==> src/rtl/core/pps_pkg.sv <==
// ----------------------------------------------------------------------------
// pps_pkg
// Types, codes and sizes shared by the power sequencer modules.
// ----------------------------------------------------------------------------
package pps_pkg;

  localparam int MAX_NODES = 16;
  localparam int SLOT_W    = 4;
  localparam int CNT_W     = 5;
  localparam int TIME_W    = 32;
  localparam int RB_DEPTH  = 34;
  localparam int RB_AW     = 6;
  localparam int PADDR_W   = 3;

  localparam logic [2:0] OP_REG  = 3'd0;
  localparam logic [2:0] OP_SHUT = 3'd1;
  localparam logic [2:0] OP_CUT  = 3'd2;
  localparam logic [2:0] OP_BOOT = 3'd3;
  localparam logic [2:0] OP_TICK = 3'd4;

  localparam logic [3:0] EV_REGD     = 4'd0;
  localparam logic [3:0] EV_DUP      = 4'd1;
  localparam logic [3:0] EV_FULL     = 4'd2;
  localparam logic [3:0] EV_REJ      = 4'd3;
  localparam logic [3:0] EV_SHUT     = 4'd4;
  localparam logic [3:0] EV_DN_START = 4'd5;
  localparam logic [3:0] EV_DN_DONE  = 4'd6;
  localparam logic [3:0] EV_CUT      = 4'd7;
  localparam logic [3:0] EV_OFF      = 4'd8;
  localparam logic [3:0] EV_BOOT     = 4'd9;
  localparam logic [3:0] EV_UP_START = 4'd10;
  localparam logic [3:0] EV_UP_DONE  = 4'd11;
  localparam logic [3:0] EV_ON       = 4'd12;

  localparam logic [1:0] MODE_ON   = 2'd0;
  localparam logic [1:0] MODE_DOWN = 2'd1;
  localparam logic [1:0] MODE_OFF  = 2'd2;
  localparam logic [1:0] MODE_BOOT = 2'd3;

  localparam logic [0:0] REG_BOOT_DELAY = 1'b0;

  typedef struct packed {
    logic [2:0]  op;
    logic [31:0] now;
    logic [15:0] node_id;
    logic [2:0]  priority_req;
    logic [31:0] batt_life;
    logic [15:0] fail_mask;
  } in_t;

  typedef struct packed {
    logic [3:0]  event_res;
    logic [15:0] node_id_res;
    logic        node_valid;
    logic [31:0] time_res;
    logic        clean;
    logic        forced;
    logic [31:0] detail_value;
    logic [1:0]  system_state;
    logic [15:0] graceful_count;
    logic [15:0] cutoff_count;
    logic        last;
  } out_t;

  typedef struct packed {
    logic [3:0]  ev;
    logic [15:0] id;
    logic        valid;
    logic        clean;
    logic        forced;
  } rec_t;

  typedef struct packed {
    logic             we;
    logic [RB_AW-1:0] waddr;
    rec_t             wdata;
    logic [RB_AW-1:0] raddr;
  } rb_ctl_t;

  typedef enum logic [2:0] {
    WK_SCHED = 3'd0,
    WK_BOOT  = 3'd1,
    WK_CUT   = 3'd2,
    WK_DOWN  = 3'd3,
    WK_UP    = 3'd4
  } walk_t;

  typedef enum logic [8:0] {
    ST_IDLE   = 9'b000000001,
    ST_DEC    = 9'b000000010,
    ST_SEARCH = 9'b000000100,
    ST_ADD    = 9'b000001000,
    ST_DIV    = 9'b000010000,
    ST_WALK   = 9'b000100000,
    ST_FIN    = 9'b001000000,
    ST_DRD    = 9'b010000000,
    ST_DWR    = 9'b100000000
  } state_t;

endpackage

==> src/rtl/core/pps_div.sv <==
// ----------------------------------------------------------------------------
// pps_div
// Restoring divider, one quotient bit per cycle, 32-bit by 4-bit.
// ----------------------------------------------------------------------------
module pps_div (
  input  logic        clk,
  input  logic        rst_n,
  input  logic        start,
  input  logic [31:0] dividend,
  input  logic [3:0]  divisor,
  output logic        done,
  output logic [31:0] quotient
);
  import pps_pkg::*;

  logic [31:0] q_r, q_nxt;
  logic [3:0]  rem_r, rem_nxt;
  logic [3:0]  d_r, d_nxt;
  logic [4:0]  cnt_r, cnt_nxt;
  logic        busy_r, busy_nxt;
  logic        done_r, done_nxt;
  logic [4:0]  trial;
  logic        ge;

  always_comb begin
    trial    = {rem_r, q_r[31]};
    ge       = trial >= {1'b0, d_r};
    q_nxt    = q_r;
    rem_nxt  = rem_r;
    d_nxt    = d_r;
    cnt_nxt  = cnt_r;
    busy_nxt = busy_r;
    done_nxt = 1'b0;
    if (start) begin
      q_nxt    = dividend;
      rem_nxt  = '0;
      d_nxt    = divisor;
      cnt_nxt  = '0;
      busy_nxt = 1'b1;
    end else if (busy_r) begin
      rem_nxt = ge ? 4'(trial - {1'b0, d_r}) : trial[3:0];
      q_nxt   = {q_r[30:0], ge};
      cnt_nxt = 5'(cnt_r + 5'd1);
      if (cnt_r == 5'd31) begin
        busy_nxt = 1'b0;
        done_nxt = 1'b1;
      end
    end
  end

  always_ff @(posedge clk) begin
    q_r   <= q_nxt;
    rem_r <= rem_nxt;
    d_r   <= d_nxt;
    cnt_r <= cnt_nxt;
    if (!rst_n) begin
      busy_r <= 1'b0;
      done_r <= 1'b0;
    end else begin
      busy_r <= busy_nxt;
      done_r <= done_nxt;
    end
  end

  assign done     = done_r;
  assign quotient = q_r;

endmodule

==> src/rtl/core/pps_rbuf.sv <==
// ----------------------------------------------------------------------------
// pps_rbuf
// Event record buffer; one write and one registered read per cycle.
// ----------------------------------------------------------------------------
module pps_rbuf (
  input  logic            clk,
  input  pps_pkg::rb_ctl_t ctl,
  output pps_pkg::rec_t   rdata
);
  import pps_pkg::*;

  rec_t mem [RB_DEPTH];
  rec_t rdata_r;

  always_ff @(posedge clk) begin
    if (ctl.we) begin
      mem[ctl.waddr] <= ctl.wdata;
    end
    rdata_r <= mem[ctl.raddr];
  end

  assign rdata = rdata_r;

endmodule

==> src/rtl/core/priority_power_sequencer.sv <==
// ----------------------------------------------------------------------------
// priority_power_sequencer
// Priority-ordered shutdown, cutoff and boot sequencing of a node table.
// ----------------------------------------------------------------------------
// One request at a time; in_stall is high from acceptance until the last
// event record is handed off, or until the request ends if it makes none.
// Records are collected in a buffer and then sent one by one, each read
// from the buffer (ST_DRD) and then registered out (ST_DWR). A walk over the
// table visits the eight priority levels in turn and at each present level
// scans every registered node; in a staged shutdown or boot a node that
// changes state gets its second record in a step of its own. Start shutdown
// first runs the divider when any level is present. Register first searches
// the table for the id when the table is not empty, then adds the node.
module priority_power_sequencer (
  input  logic                  clk,
  input  logic                  rst_n,
  input  logic                  in_valid,
  output logic                  in_stall,
  input  pps_pkg::in_t          in_data,
  output logic                  out_valid,
  input  logic                  out_stall,
  output pps_pkg::out_t         out_data,
  input  logic                  psel,
  input  logic                  penable,
  input  logic                  pwrite,
  input  logic [pps_pkg::PADDR_W-1:0] paddr,
  input  logic [31:0]           pwdata,
  output logic [31:0]           prdata,
  output logic                  pready
);
  import pps_pkg::*;

  state_t state_r, state_nxt;
  logic [1:0]  mode_r, mode_nxt;
  logic [CNT_W-1:0] cnt_r, cnt_nxt;
  logic [7:0]  present_r, present_nxt;
  logic [31:0] start_r, start_nxt;
  logic [31:0] life_r, life_nxt;
  logic [15:0] grace_r, grace_nxt;
  logic [15:0] cut_r, cut_nxt;
  logic [31:0] delay_r;
  in_t         req_r;

  logic [15:0] ids_r [MAX_NODES];
  logic [2:0]  pri_r [MAX_NODES];
  logic        on_r  [MAX_NODES];
  logic [31:0] due_r [MAX_NODES];

  walk_t       wk_r, wk_nxt;
  logic [2:0]  p_r, p_nxt;
  logic [SLOT_W-1:0] s_r, s_nxt;
  logic        pend_r, pend_nxt;
  logic        all_r, all_nxt;
  logic        gfirst_r, gfirst_nxt;
  logic [35:0] acc_r, acc_nxt;
  logic [31:0] inc_r, inc_nxt;
  logic [RB_AW-1:0] nres_r, nres_nxt;
  logic [RB_AW-1:0] rd_r, rd_nxt;

  logic        out_valid_r, out_valid_nxt;
  out_t        out_r, out_nxt;

  logic        add_we, due_we, on_we, on_wd;
  logic [31:0] due_wd;

  logic        div_start, div_done;
  logic [31:0] div_q;
  rb_ctl_t     rb;
  rec_t        rb_q;

  logic        asc, slot_hit, slot_end, p_end, out_free, time_due;
  logic [31:0] elapsed, acc_sat;

  pps_div u_div (
    .clk(clk), .rst_n(rst_n), .start(div_start), .dividend(req_r.batt_life),
    .divisor(4'($countones(present_r) + 1)), .done(div_done), .quotient(div_q)
  );

  pps_rbuf u_rbuf (.clk(clk), .ctl(rb), .rdata(rb_q));

  assign pready = 1'b1;
  assign prdata = (paddr[2] == REG_BOOT_DELAY) ? delay_r : 32'd0;

  always_ff @(posedge clk) begin
    if (!rst_n) begin
      delay_r <= 32'd1000;
    end else if (psel && penable && pwrite && paddr[2] == REG_BOOT_DELAY) begin
      delay_r <= pwdata;
    end
  end

  always_comb begin
    asc      = (wk_r == WK_SCHED) || (wk_r == WK_CUT) || (wk_r == WK_DOWN);
    slot_hit = pri_r[s_r] == p_r;
    slot_end = {1'b0, s_r} == 5'(cnt_r - 5'd1);
    p_end    = asc ? (p_r == 3'd7) : (p_r == 3'd0);
    out_free = !out_valid_r || !out_stall;
    time_due = req_r.now >= due_r[s_r];
    elapsed  = (req_r.now >= start_r) ? 32'(req_r.now - start_r) : 32'd0;
    acc_sat  = (acc_r[35:32] != 4'd0) ? 32'hFFFF_FFFF : acc_r[31:0];
  end

  always_comb begin
    state_nxt   = state_r;
    mode_nxt    = mode_r;
    cnt_nxt     = cnt_r;
    present_nxt = present_r;
    start_nxt   = start_r;
    life_nxt    = life_r;
    grace_nxt   = grace_r;
    cut_nxt     = cut_r;
    wk_nxt      = wk_r;
    p_nxt       = p_r;
    s_nxt       = s_r;
    pend_nxt    = pend_r;
    all_nxt     = all_r;
    gfirst_nxt  = gfirst_r;
    acc_nxt     = acc_r;
    inc_nxt     = inc_r;
    nres_nxt    = nres_r;
    rd_nxt      = rd_r;
    out_valid_nxt = out_valid_r && out_stall;
    out_nxt     = out_r;
    add_we      = 1'b0;
    due_we      = 1'b0;
    due_wd      = acc_sat;
    on_we       = 1'b0;
    on_wd       = 1'b0;
    div_start   = 1'b0;
    rb.we       = 1'b0;
    rb.waddr    = nres_r;
    rb.wdata    = '0;
    rb.raddr    = rd_r;

    unique case (state_r)
      ST_IDLE: begin
        if (in_valid) begin
          state_nxt = ST_DEC;
          nres_nxt  = '0;
          rd_nxt    = '0;
        end
      end
      ST_DEC: begin
        state_nxt  = ST_DRD;
        p_nxt      = 3'd0;
        s_nxt      = '0;
        pend_nxt   = 1'b0;
        gfirst_nxt = 1'b1;
        all_nxt    = 1'b1;
        acc_nxt    = {4'd0, req_r.now};
        rb.wdata.ev = EV_REJ;
        unique case (req_r.op)
          OP_REG: begin
            state_nxt = (cnt_r == '0) ? ST_ADD : ST_SEARCH;
          end
          OP_SHUT: begin
            rb.we = 1'b1;
            if (mode_r == MODE_ON) begin
              rb.wdata.ev = EV_SHUT;
              mode_nxt    = MODE_DOWN;
              start_nxt   = req_r.now;
              life_nxt    = req_r.batt_life;
              if (present_r != 8'd0) begin
                div_start = 1'b1;
                state_nxt = ST_DIV;
              end
            end
          end
          OP_CUT: begin
            if (mode_r == MODE_OFF) begin
              rb.we = 1'b1;
            end else begin
              wk_nxt    = WK_CUT;
              state_nxt = ST_WALK;
            end
          end
          OP_BOOT: begin
            rb.we = 1'b1;
            if (mode_r == MODE_OFF) begin
              rb.wdata.ev = EV_BOOT;
              mode_nxt    = MODE_BOOT;
              wk_nxt      = WK_BOOT;
              inc_nxt     = delay_r;
              p_nxt       = 3'd7;
              state_nxt   = ST_WALK;
            end
          end
          OP_TICK: begin
            if (mode_r == MODE_DOWN) begin
              wk_nxt    = (elapsed >= life_r) ? WK_CUT : WK_DOWN;
              state_nxt = ST_WALK;
            end else if (mode_r == MODE_BOOT) begin
              wk_nxt    = WK_UP;
              p_nxt     = 3'd7;
              state_nxt = ST_WALK;
            end else begin
              state_nxt = ST_IDLE;
            end
          end
          default: begin
            rb.we = 1'b1;
          end
        endcase
        if (rb.we) begin
          nres_nxt = 6'(nres_r + 6'd1);
        end
      end
      ST_SEARCH: begin
        if (ids_r[s_r] == req_r.node_id) begin
          rb.we       = 1'b1;
          rb.wdata.ev = EV_DUP;
          rb.wdata.id = req_r.node_id;
          rb.wdata.valid = 1'b1;
          nres_nxt    = 6'(nres_r + 6'd1);
          state_nxt   = ST_DRD;
        end else if (slot_end) begin
          state_nxt = ST_ADD;
        end else begin
          s_nxt = 4'(s_r + 4'd1);
        end
      end
      ST_ADD: begin
        rb.we          = 1'b1;
        rb.wdata.id    = req_r.node_id;
        rb.wdata.valid = 1'b1;
        nres_nxt       = 6'(nres_r + 6'd1);
        state_nxt      = ST_DRD;
        if (cnt_r[CNT_W-1]) begin
          rb.wdata.ev = EV_FULL;
        end else begin
          rb.wdata.ev = EV_REGD;
          add_we      = 1'b1;
          cnt_nxt     = 5'(cnt_r + 5'd1);
          present_nxt = present_r | (8'd1 << req_r.priority_req);
        end
      end
      ST_DIV: begin
        if (div_done) begin
          inc_nxt   = div_q;
          wk_nxt    = WK_SCHED;
          state_nxt = ST_WALK;
        end
      end
      ST_WALK: begin
        if (pend_r) begin
          rb.we          = 1'b1;
          rb.wdata.id    = ids_r[s_r];
          rb.wdata.valid = 1'b1;
          nres_nxt       = 6'(nres_r + 6'd1);
          pend_nxt       = 1'b0;
          if (wk_r == WK_DOWN) begin
            rb.wdata.ev    = EV_DN_DONE;
            rb.wdata.clean = !req_r.fail_mask[s_r];
          end else begin
            rb.wdata.ev = EV_UP_DONE;
          end
        end else if (!present_r[p_r]) begin
          // nothing at this level
        end else if (gfirst_r) begin
          gfirst_nxt = 1'b0;
          acc_nxt    = 36'(acc_r + {4'd0, inc_r});
        end else if (slot_hit) begin
          unique case (wk_r)
            WK_SCHED, WK_BOOT: begin
              due_we = 1'b1;
            end
            WK_CUT: begin
              if (on_r[s_r]) begin
                on_we          = 1'b1;
                rb.we          = 1'b1;
                rb.wdata.ev    = EV_CUT;
                rb.wdata.id    = ids_r[s_r];
                rb.wdata.valid = 1'b1;
                nres_nxt       = 6'(nres_r + 6'd1);
                if (cut_r != 16'hFFFF) cut_nxt = 16'(cut_r + 16'd1);
              end
            end
            WK_DOWN: begin
              if (on_r[s_r] && time_due) begin
                on_we          = 1'b1;
                rb.we          = 1'b1;
                rb.wdata.ev    = EV_DN_START;
                rb.wdata.id    = ids_r[s_r];
                rb.wdata.valid = 1'b1;
                nres_nxt       = 6'(nres_r + 6'd1);
                pend_nxt       = 1'b1;
                if (grace_r != 16'hFFFF) grace_nxt = 16'(grace_r + 16'd1);
              end else if (on_r[s_r]) begin
                all_nxt = 1'b0;
              end
            end
            default: begin
              if (!on_r[s_r] && time_due) begin
                on_we          = 1'b1;
                on_wd          = 1'b1;
                rb.we          = 1'b1;
                rb.wdata.ev    = EV_UP_START;
                rb.wdata.id    = ids_r[s_r];
                rb.wdata.valid = 1'b1;
                nres_nxt       = 6'(nres_r + 6'd1);
                pend_nxt       = 1'b1;
              end else if (!on_r[s_r]) begin
                all_nxt = 1'b0;
              end
            end
          endcase
        end
        // advance unless a second record is still owed for this slot, or this is the first step at a present level
        if (!pend_nxt && !(present_r[p_r] && gfirst_r && !pend_r)) begin
          if (!present_r[p_r] || slot_end) begin
            s_nxt      = '0;
            gfirst_nxt = 1'b1;
            if (p_end) begin
              state_nxt = ST_FIN;
            end else begin
              p_nxt = asc ? 3'(p_r + 3'd1) : 3'(p_r - 3'd1);
            end
          end else begin
            s_nxt = 4'(s_r + 4'd1);
          end
        end
      end
      ST_FIN: begin
        state_nxt = (nres_r == '0) ? ST_IDLE : ST_DRD;
        if (wk_r == WK_CUT || (wk_r == WK_DOWN && all_r)) begin
          rb.we          = 1'b1;
          rb.wdata.ev    = EV_OFF;
          rb.wdata.forced = wk_r == WK_CUT;
          nres_nxt       = 6'(nres_r + 6'd1);
          mode_nxt       = MODE_OFF;
          state_nxt      = ST_DRD;
        end else if (wk_r == WK_UP && all_r) begin
          rb.we       = 1'b1;
          rb.wdata.ev = EV_ON;
          nres_nxt    = 6'(nres_r + 6'd1);
          mode_nxt    = MODE_ON;
          state_nxt   = ST_DRD;
        end
      end
      ST_DRD: begin
        state_nxt = ST_DWR;
      end
      ST_DWR: begin
        if (out_free) begin
          out_valid_nxt          = 1'b1;
          out_nxt.event_res      = rb_q.ev;
          out_nxt.node_id_res    = rb_q.id;
          out_nxt.node_valid     = rb_q.valid;
          out_nxt.time_res       = req_r.now;
          out_nxt.clean          = rb_q.clean;
          out_nxt.forced         = rb_q.forced;
          out_nxt.detail_value   = (rb_q.ev == EV_SHUT) ? req_r.batt_life : 32'd0;
          out_nxt.system_state   = mode_r;
          out_nxt.graceful_count = grace_r;
          out_nxt.cutoff_count   = cut_r;
          out_nxt.last           = 6'(rd_r + 6'd1) == nres_r;
          rd_nxt                 = 6'(rd_r + 6'd1);
          state_nxt              = out_nxt.last ? ST_IDLE : ST_DRD;
        end
      end
      default: begin
        state_nxt = ST_IDLE;
      end
    endcase
  end

  always_ff @(posedge clk) begin
    if (state_r == ST_IDLE && in_valid) begin
      req_r <= in_data;
    end
    if (add_we) begin
      ids_r[cnt_r[SLOT_W-1:0]] <= req_r.node_id;
      pri_r[cnt_r[SLOT_W-1:0]] <= req_r.priority_req;
      on_r[cnt_r[SLOT_W-1:0]]  <= mode_r == MODE_ON;
      due_r[cnt_r[SLOT_W-1:0]] <= 32'd0;
    end
    if (due_we) begin
      due_r[s_r] <= due_wd;
    end
    if (on_we) begin
      on_r[s_r] <= on_wd;
    end
    wk_r     <= wk_nxt;
    p_r      <= p_nxt;
    s_r      <= s_nxt;
    pend_r   <= pend_nxt;
    all_r    <= all_nxt;
    gfirst_r <= gfirst_nxt;
    acc_r    <= acc_nxt;
    inc_r    <= inc_nxt;
    nres_r   <= nres_nxt;
    rd_r     <= rd_nxt;
    out_r    <= out_nxt;
    if (!rst_n) begin
      state_r     <= ST_IDLE;
      mode_r      <= MODE_ON;
      cnt_r       <= '0;
      present_r   <= '0;
      start_r     <= '0;
      life_r      <= '0;
      grace_r     <= '0;
      cut_r       <= '0;
      out_valid_r <= 1'b0;
    end else begin
      state_r     <= state_nxt;
      mode_r      <= mode_nxt;
      cnt_r       <= cnt_nxt;
      present_r   <= present_nxt;
      start_r     <= start_nxt;
      life_r      <= life_nxt;
      grace_r     <= grace_nxt;
      cut_r       <= cut_nxt;
      out_valid_r <= out_valid_nxt;
    end
  end

  assign in_stall  = state_r != ST_IDLE;
  assign out_valid = out_valid_r;
  assign out_data  = out_r;

endmodule

==> config.mk <==
export PLATFORM = sky130hd
export DESIGN_NAME = priority_power_sequencer
export DESIGN_NICKNAME = d
export VERILOG_FILES = /design/src/rtl/core/pps_pkg.sv /design/src/rtl/core/pps_div.sv /design/src/rtl/core/pps_rbuf.sv /design/src/rtl/core/priority_power_sequencer.sv
export SDC_FILE = /design/constraint.sdc
export NUM_CORES = 2
export LEC_CHECK = 0
export ABC_AREA = 0
export BUFFER_PORTS_ARGS = -buffer_cell sky130_fd_sc_hd__buf_2
export CORE_UTILIZATION = 58
export CTS_BUF_LIST = sky130_fd_sc_hd__clkbuf_8
export DETAILED_ROUTE_END_ITERATION = 8
export PLACE_DENSITY_LB_ADDON = 0.15
export REMOVE_ABC_BUFFERS = 1
export SLEW_MARGIN = 20
export SYNTH_ARGS = -nofsm -noshare
export SYNTH_HDL_FRONTEND = slang
export SYNTH_SLANG_ARGS = --single-unit
==> constraint.sdc <==
create_clock -name clk -period 7.9 [get_ports clk]
set_input_delay 1.58 -clock clk [delete_from_list [all_inputs] [get_ports clk]]
set_output_delay 1.58 -clock clk [all_outputs]
set_load 0.005 [all_outputs]
# After elaboration in Yosys (flattened, before gate mapping)
# Memories as Yosys holds them, arrays and structs flattened. A register that Yosys moved wholly into a read port is not among the register bits.
# Index checks and enable logic that the tools add are counted.
totals:
  register_bits: 517
  latchBits: 0
  mem_bits_rw: 1614
  romBits: 0
  word_cells: 403
  n_memories: 5
classes:
  add_sub_neg: 21
  multipliers: 0
  div: 0
  magnitude_cmp: 6
  n_eq_ne: 68
  shift: 1
  muxes: 189
  bitwise: 7
  n_reduce_logical: 62
memory_table:
  columns: ["memory", "depth", "width", "read_ports", "rd_ports_with_merged_regs", "write_ports", "line", "source"]
  rows:
  - ["u_rbuf.mem", 34, 23, 1, 1, 1, "pps_rbuf.sv:12", "rec_t mem [RB_DEPTH];"]
  - ["due_r", 16, 32, 1, 1, 1, "priority_power_sequencer.sv:47", "logic [31:0] due_r [MAX_NODES];"]
  - ["ids_r", 16, 16, 1, 1, 1, "priority_power_sequencer.sv:44", "logic [15:0] ids_r [MAX_NODES];"]
  - ["pri_r", 16, 3, 1, 1, 1, "priority_power_sequencer.sv:45", "logic [2:0] pri_r [MAX_NODES];"]
  - ["on_r", 16, 1, 1, 1, 1, "priority_power_sequencer.sv:46", "logic on_r [MAX_NODES];"]
op_table:
  columns: ["op", "count"]
  rows:
  - ["2-to-1 mux 32 bit", 9]
  - ["2-to-1 mux 36 bit", 3]
  - ["2-to-1 mux 21 bit", 5]
  - ["greater-or-equal comparator 32 bit", 3]
  - ["2-to-1 mux 6 bit", 15]
  - ["one-hot mux 9 bit (9 select lines)", 1]
  - ["2-to-1 mux 1 bit", 75]
  - ["2-to-1 mux 9 bit", 8]
  - ["one-hot mux 36 bit (2 select lines)", 1]
  - ["2-to-1 mux 4 bit", 16]
  - ["2-to-1 mux 8 bit", 8]
  - ["one-hot mux 32 bit (2 select lines)", 1]
  - ["one-hot mux 21 bit (3 select lines)", 1]
  - ["one-hot mux 17 bit (3 select lines)", 1]
  - ["2-to-1 mux 20 bit", 2]
  - ["one-hot mux 8 bit (5 select lines)", 1]
  - ["2-to-1 mux 3 bit", 13]
  - ["!= test 3 bit, second input constant", 13]
  - ["adder 36 x 32 -> 36 bit", 1]
  - ["one-hot mux 6 bit (6 select lines)", 1]
  - ["adder 16 x 1 -> 16 bit, second input constant", 2]
  - ["!= test 16 bit, second input constant", 2]
  - ["!= test 2 bit, second input constant", 16]
  - ["OR reduction 32 bit", 1]
  - ["other kinds (84)", 155]

# Depth between registers and ports, before layout
depth:
  ltp_word: 14
  ltp_mapped: 26
  mapped_depth_nobuf: 26

# Hierarchy
# A second synthesis with hierarchy kept.
unflattened:
  cells_unflattened: 5479
  area_unflattened_um2: 89733.6
by_module_without_submodules:
  columns: ["module", "n_inst", "cells_each", "area_each_um2"]
  rows:
  - ["priority_power_sequencer", 1, 3683, 56314.0]
  - ["pps_rbuf", 1, 1656, 31322.5]
  - ["pps_div", 1, 140, 2097.0]

# Worst setup path before layout
# Ideal clock, no wire load.
synth_timing:
  path_type: "register -> register"
  from: "reg state_r[4]"
  to: "reg out_r (netlist bit out_data[0]) (enable)"
  setup_time_ps: 643
  arrival_time_ps: 7605
  required_time_ps: 7257
  setup_slack_ps: -348
  stages_incl_launch_ff: 7
  path_buffers: 1
  synth_period_minus_slack_ps: 8248
  path_cell_list: "dfxtp_1 -> nor3_1 -> nand2_1 -> or3_1 -> or3b_2 -> clkbuf_1 -> a21oi_1"
synth_between:
  elab_chain_cells: 2
synth_lines:
  columns: ["item", "line", "source"]
  rows:
  - ["from (decl)", "priority_power_sequencer.sv:33", "state_t state_r, state_nxt;"]
  - ["from (signal assigned)", "priority_power_sequencer.sv:405", "state_r <= state_nxt;"]
  - ["equality test 9 bit", "priority_power_sequencer.sv:135", "unique case (state_r)"]
  - ["AND reduction 2 bit (no source line)", null, null]
  - ["to (signal assigned)", "priority_power_sequencer.sv:393", "out_r <= out_nxt;"]
  - ["to (decl)", "priority_power_sequencer.sv:61", "out_t out_r, out_nxt;"]
# Every way passes these cells.
# A chain may end at the register's enable or synchronous reset.

# Worst setup path in the final report
layout_timing:
  from: "reg req_r[67] (netlist bit)"
  to: "reg wk_r[0], data pin"
layout_between:
  elab_chain_cells: 7
layout_lines:
  columns: ["item", "line", "source"]
  rows:
  - ["from (decl)", "priority_power_sequencer.sv:42", "in_t req_r;"]
  - ["from (signal assigned)", "priority_power_sequencer.sv:369", "req_r <= in_data;"]
  - ["subtractor 32 bit or greater-or-equal comparator 32 bit (tied branches)", "priority_power_sequencer.sv:99", "elapsed = (req_r.now >= start_r) ? 32'(req_r.now - start_r) : 32'd0;"]
  - ["2-to-1 mux 32 bit (*)", "priority_power_sequencer.sv:99", null]
  - ["greater-or-equal comparator 32 bit (*)", "priority_power_sequencer.sv:190", "wk_nxt = (elapsed >= life_r) ? WK_CUT : WK_DOWN;"]
  - ["2-to-1 mux 1 bit (*)", "priority_power_sequencer.sv:190", null]
  - ["2-to-1 mux 3 bit (*)", "priority_power_sequencer.sv:189", "if (mode_r == MODE_DOWN) begin"]
  - ["one-hot mux 3 bit (3 select lines) (*)", "priority_power_sequencer.sv:152", "unique case (req_r.op)"]
  - ["one-hot mux 3 bit (2 select lines) (*)", "priority_power_sequencer.sv:135", null]
  - ["to (signal assigned)", "priority_power_sequencer.sv:383", "wk_r <= wk_nxt;"]
  - ["to (decl)", "priority_power_sequencer.sv:49", "walk_t wk_r, wk_nxt;"]
# Every way passes the cells marked *; elsewhere a longest branch is shown, timed or not.

==> flow_summary.toml <==
[finish]
layout.nets = 6183
area_growth_syn_to_layout_pct = 12.84
finish.instance_area_sq_um = 99820
drive_gt1_share_pct = 23.09

[cts]
clk_pin_slew_ns = 0.07
cts_made_buffers = 358
cts_setup_buffers = 0
clockBufferDepth = 4
cts-root-buf = "clkbuf_8"
cts_max_level = 5
cts_hold_buffers = 0
cts_resized = 0
cts_tree = "built"
clkLatencyLatePin_ns = 1.03
clock_sinks = 2158

[placement]
place_congestion = 0.8794
io_buffers = 297
dp_hpwl_um = 124200
dpl_cell_area_sq_um = 93270

[logic_synthesis]
ys.flop_type = "edfxtp_1"
synth_area_per_cell_sq_um = 16.56
synth_cell_types = 75
seq_area_frac_synth_pct = 71.10
yosysMostFrequentCell = "edfxtp_1"
yosys.area.top_type_share_pct = 66.77
synth-edff-count = 1967
synthCells = 5341
synth_commonest_cells = "edfxtp_1, nand2_1, mux4_2"
yosysWarnings = 0
syn-cell-area_sq_um = 88460
async_flop_share_pct = 0
synth_top_area_cell = "edfxtp_1"
synthTopCellsByArea = "edfxtp_1, mux4_2, dfxtp_1, mux2i_1, ha_1"
ys_ff_latch = 2158

[setup_path]
cp_num_cells = 26
startpoint_type = "flop"
crit_type = "flop to flop"
crit_top_cell = "a21o_1"
slowest_stage = "a221oi_1"
rr_startpoint = "req_r[67]$_DFFE_PP_"
cp-endpoint = "wk_r[0]$_SDFFCE_PP0P_"
critPathArrivalTime_ns = 7.49
slowest_delay_ns = 0.56
crit_buf_inv = 2
reg2reg_depth = 26
r2r_slack_ns = 1.23
cp_data_required_time_ns = 8.72
cp_max_fo = 8
critical_path.top_delay_family = "compound AO/OA/AOI/OAI gates"
crit_start = "req_r[67]$_DFFE_PP_"
r2r_end = "wk_r[0]$_SDFFCE_PP0P_"
crit_path_end_kind = "flop"

[routing]
ant_nets = 0
viasPerCell = 6.092
drt_pass1_iterations = 6
drc = 0
post_drt_wl_per_cell_um = 25.48
drt_iter0_drc = 4982
wl_um = 207900
vias = 49710

[power_and_ir_drop]
leakage_nw = 33.64
p_per_area_nw_per_um2 = 270.8
vdd_drop_max_mv = 0.2510

[timing]
worst_pin_slew_ns = 1.139
skew_ns = 0.1028
fmax_mhz = 150.0
rsz0062_at_grt = "false"
hold_viol_final = 0
max_slew_margin_pct = 24.08
slew_violations = 0
period_minus_slack_ns = 6.669
period_share_pct = 84.41
setup_violations = 0
setup_tns_ns = 0

[global_routing]
use_met2_pct = 41.00
grt.overflow.total = 0
busiest_layer = "met2"
grt_pass1_wl_um = 307800
antenna_found_initial = 5
grt.total_usage_pct = 27.12
grt_max_degree = 116
grt_pass1_vias = 48980
met1_usage_pct = 40.60
use_met3_pct = 5.226

[floorplan]
num_io_pins = 301
num_rows = 142
die_y_um = 392.5
dieArea_sq_um = 154100
start_util_pct = 58.71
fp.dieW_um = 392.5
core_area_sq_um = 150700

[worst_hold_path]
hold_path_class = "flop to flop"

[flow_run]
cap_violations = 0

[outcome]
status = "completed"
layout by cell type, fill, tap and decap left out, drive strengths merged, types with 64 or more instances in the layout:
| cell | count |
|---|---|
| inv | 276 |
| edfxtp | 1967 |
| ha | 148 |
| a21oi | 172 |
| dfxtp | 191 |
| mux4 | 344 |
| clkinv | 84 |
| o21ai | 135 |
| a21o | 64 |
| buf | 445 |
| o22ai | 79 |
| a21boi | 102 |
| clkbuf | 390 |
| nor2 | 253 |
| xor2 | 67 |
| nand2 | 454 |
| mux2 | 84 |
| mux2i | 214 |
| and2 | 67 |
cell type report:
class | count | area (sq um)
clock buffers | 390 | 5368
inverters | 145 | 544.3
fillers | 10400 | 50850
clock inverters | 227 | 1134
diodes | 3 | 7.507
flip-flops and latches | 2158 | 62910
repair buffers | 445 | 2883
well taps | 2016 | 2522
multi-input cells | 2775 | 24450
power breakdown:
part	internal, mW	leakage [nW]	switching (mW)
Combinational	1.92	10.8	2.77
Sequential	12.8	19.1	0.472
Clock	4.77	3.81	4.25
layer usage:
metal | up-vias | routed length [um]
met3 | 367 | 18200
met5 | - | 13
met1 | 25270 | 90520
met2 | 2125 | 94650
met4 | 2 | 4479
li1 | 21950 | -
how the worst min path moves through the flow:
stage | from | end | slack, ns | cells past startpoint
3_5_place_dp | u_rbuf.rdata[10]$_DFF_P_ | out_data[109]$_DFFE_PP_ | 0.39 | 0
5_1_grt | u_rbuf.rdata[10]$_DFF_P_ | out_data[109]$_DFFE_PP_ | 0.41 | 0
3_3_place_gp | u_rbuf.rdata[11]$_DFF_P_ | out_data[110]$_DFFE_PP_ | 0.39 | 0
4_1_cts | u_rbuf.rdata[10]$_DFF_P_ | out_data[109]$_DFFE_PP_ | 0.40 | 0
6_report | u_rbuf.rdata[12]$_DFF_P_ | out_data[111]$_DFFE_PP_ | 0.40 | 0
2_1_floorplan | u_rbuf.rdata[2]$_DFF_P_ | out_data[101]$_DFFE_PP_ | 0.39 | 0
sequential cells by signal (all words and copies together), names as in the netlist, 5 cells and up, named ones only:
register        flops
acc_r              36
cnt_r               5
cut_r              16
delay_r            32
due_r             512
grace_r            16
ids_r             256
inc_r              32
life_r             32
nres_r              6
on_r               16
out_data          122
present_r           8
pri_r              48
rd_r                6
req_r             102
start_r            32
state_r             9
u_div.cnt_r         5
u_div.quotient     32
u_rbuf.mem        782
u_rbuf.rdata       23
per-stage QoR:
stage / worst slack, ns / hold WS (ns) / total power, mW / util, % / std cells
after floorplan: -5.322 / 0.3855 / 17.27 / - / 5078
after global routing: 0.9037 / 0.4089 / 28.09 / 66.25 / 8159
after detailed placement: 1.316 / 0.3887 / 18.22 / 61.91 / 7538
after global placement: 1.402 / 0.3870 / 18.14 / 61.91 / 7538
final: 1.231 / 0.4018 / 27.03 / 66.25 / 8159
after CTS: 1.291 / 0.4030 / 27.18 / 66.22 / 8155
cell families (layout without fill, tap and decap cells):
logic type,Yosys count,in the layout,synth area share (%)
XOR/XNOR,125,125,1.238
adder cells (fa/ha/maj),156,156,2.274
AO/OA/AOI/OAI,767,767,5.676
other,1,4,0.004239
flip-flops,2158,2158,71.10
AND/OR/NAND/NOR,1084,1084,5.652
buffers and inverters,408,1207,1.810
multiplexers,642,642,12.25
Note: power is estimated with default switching activity, not from simulation.
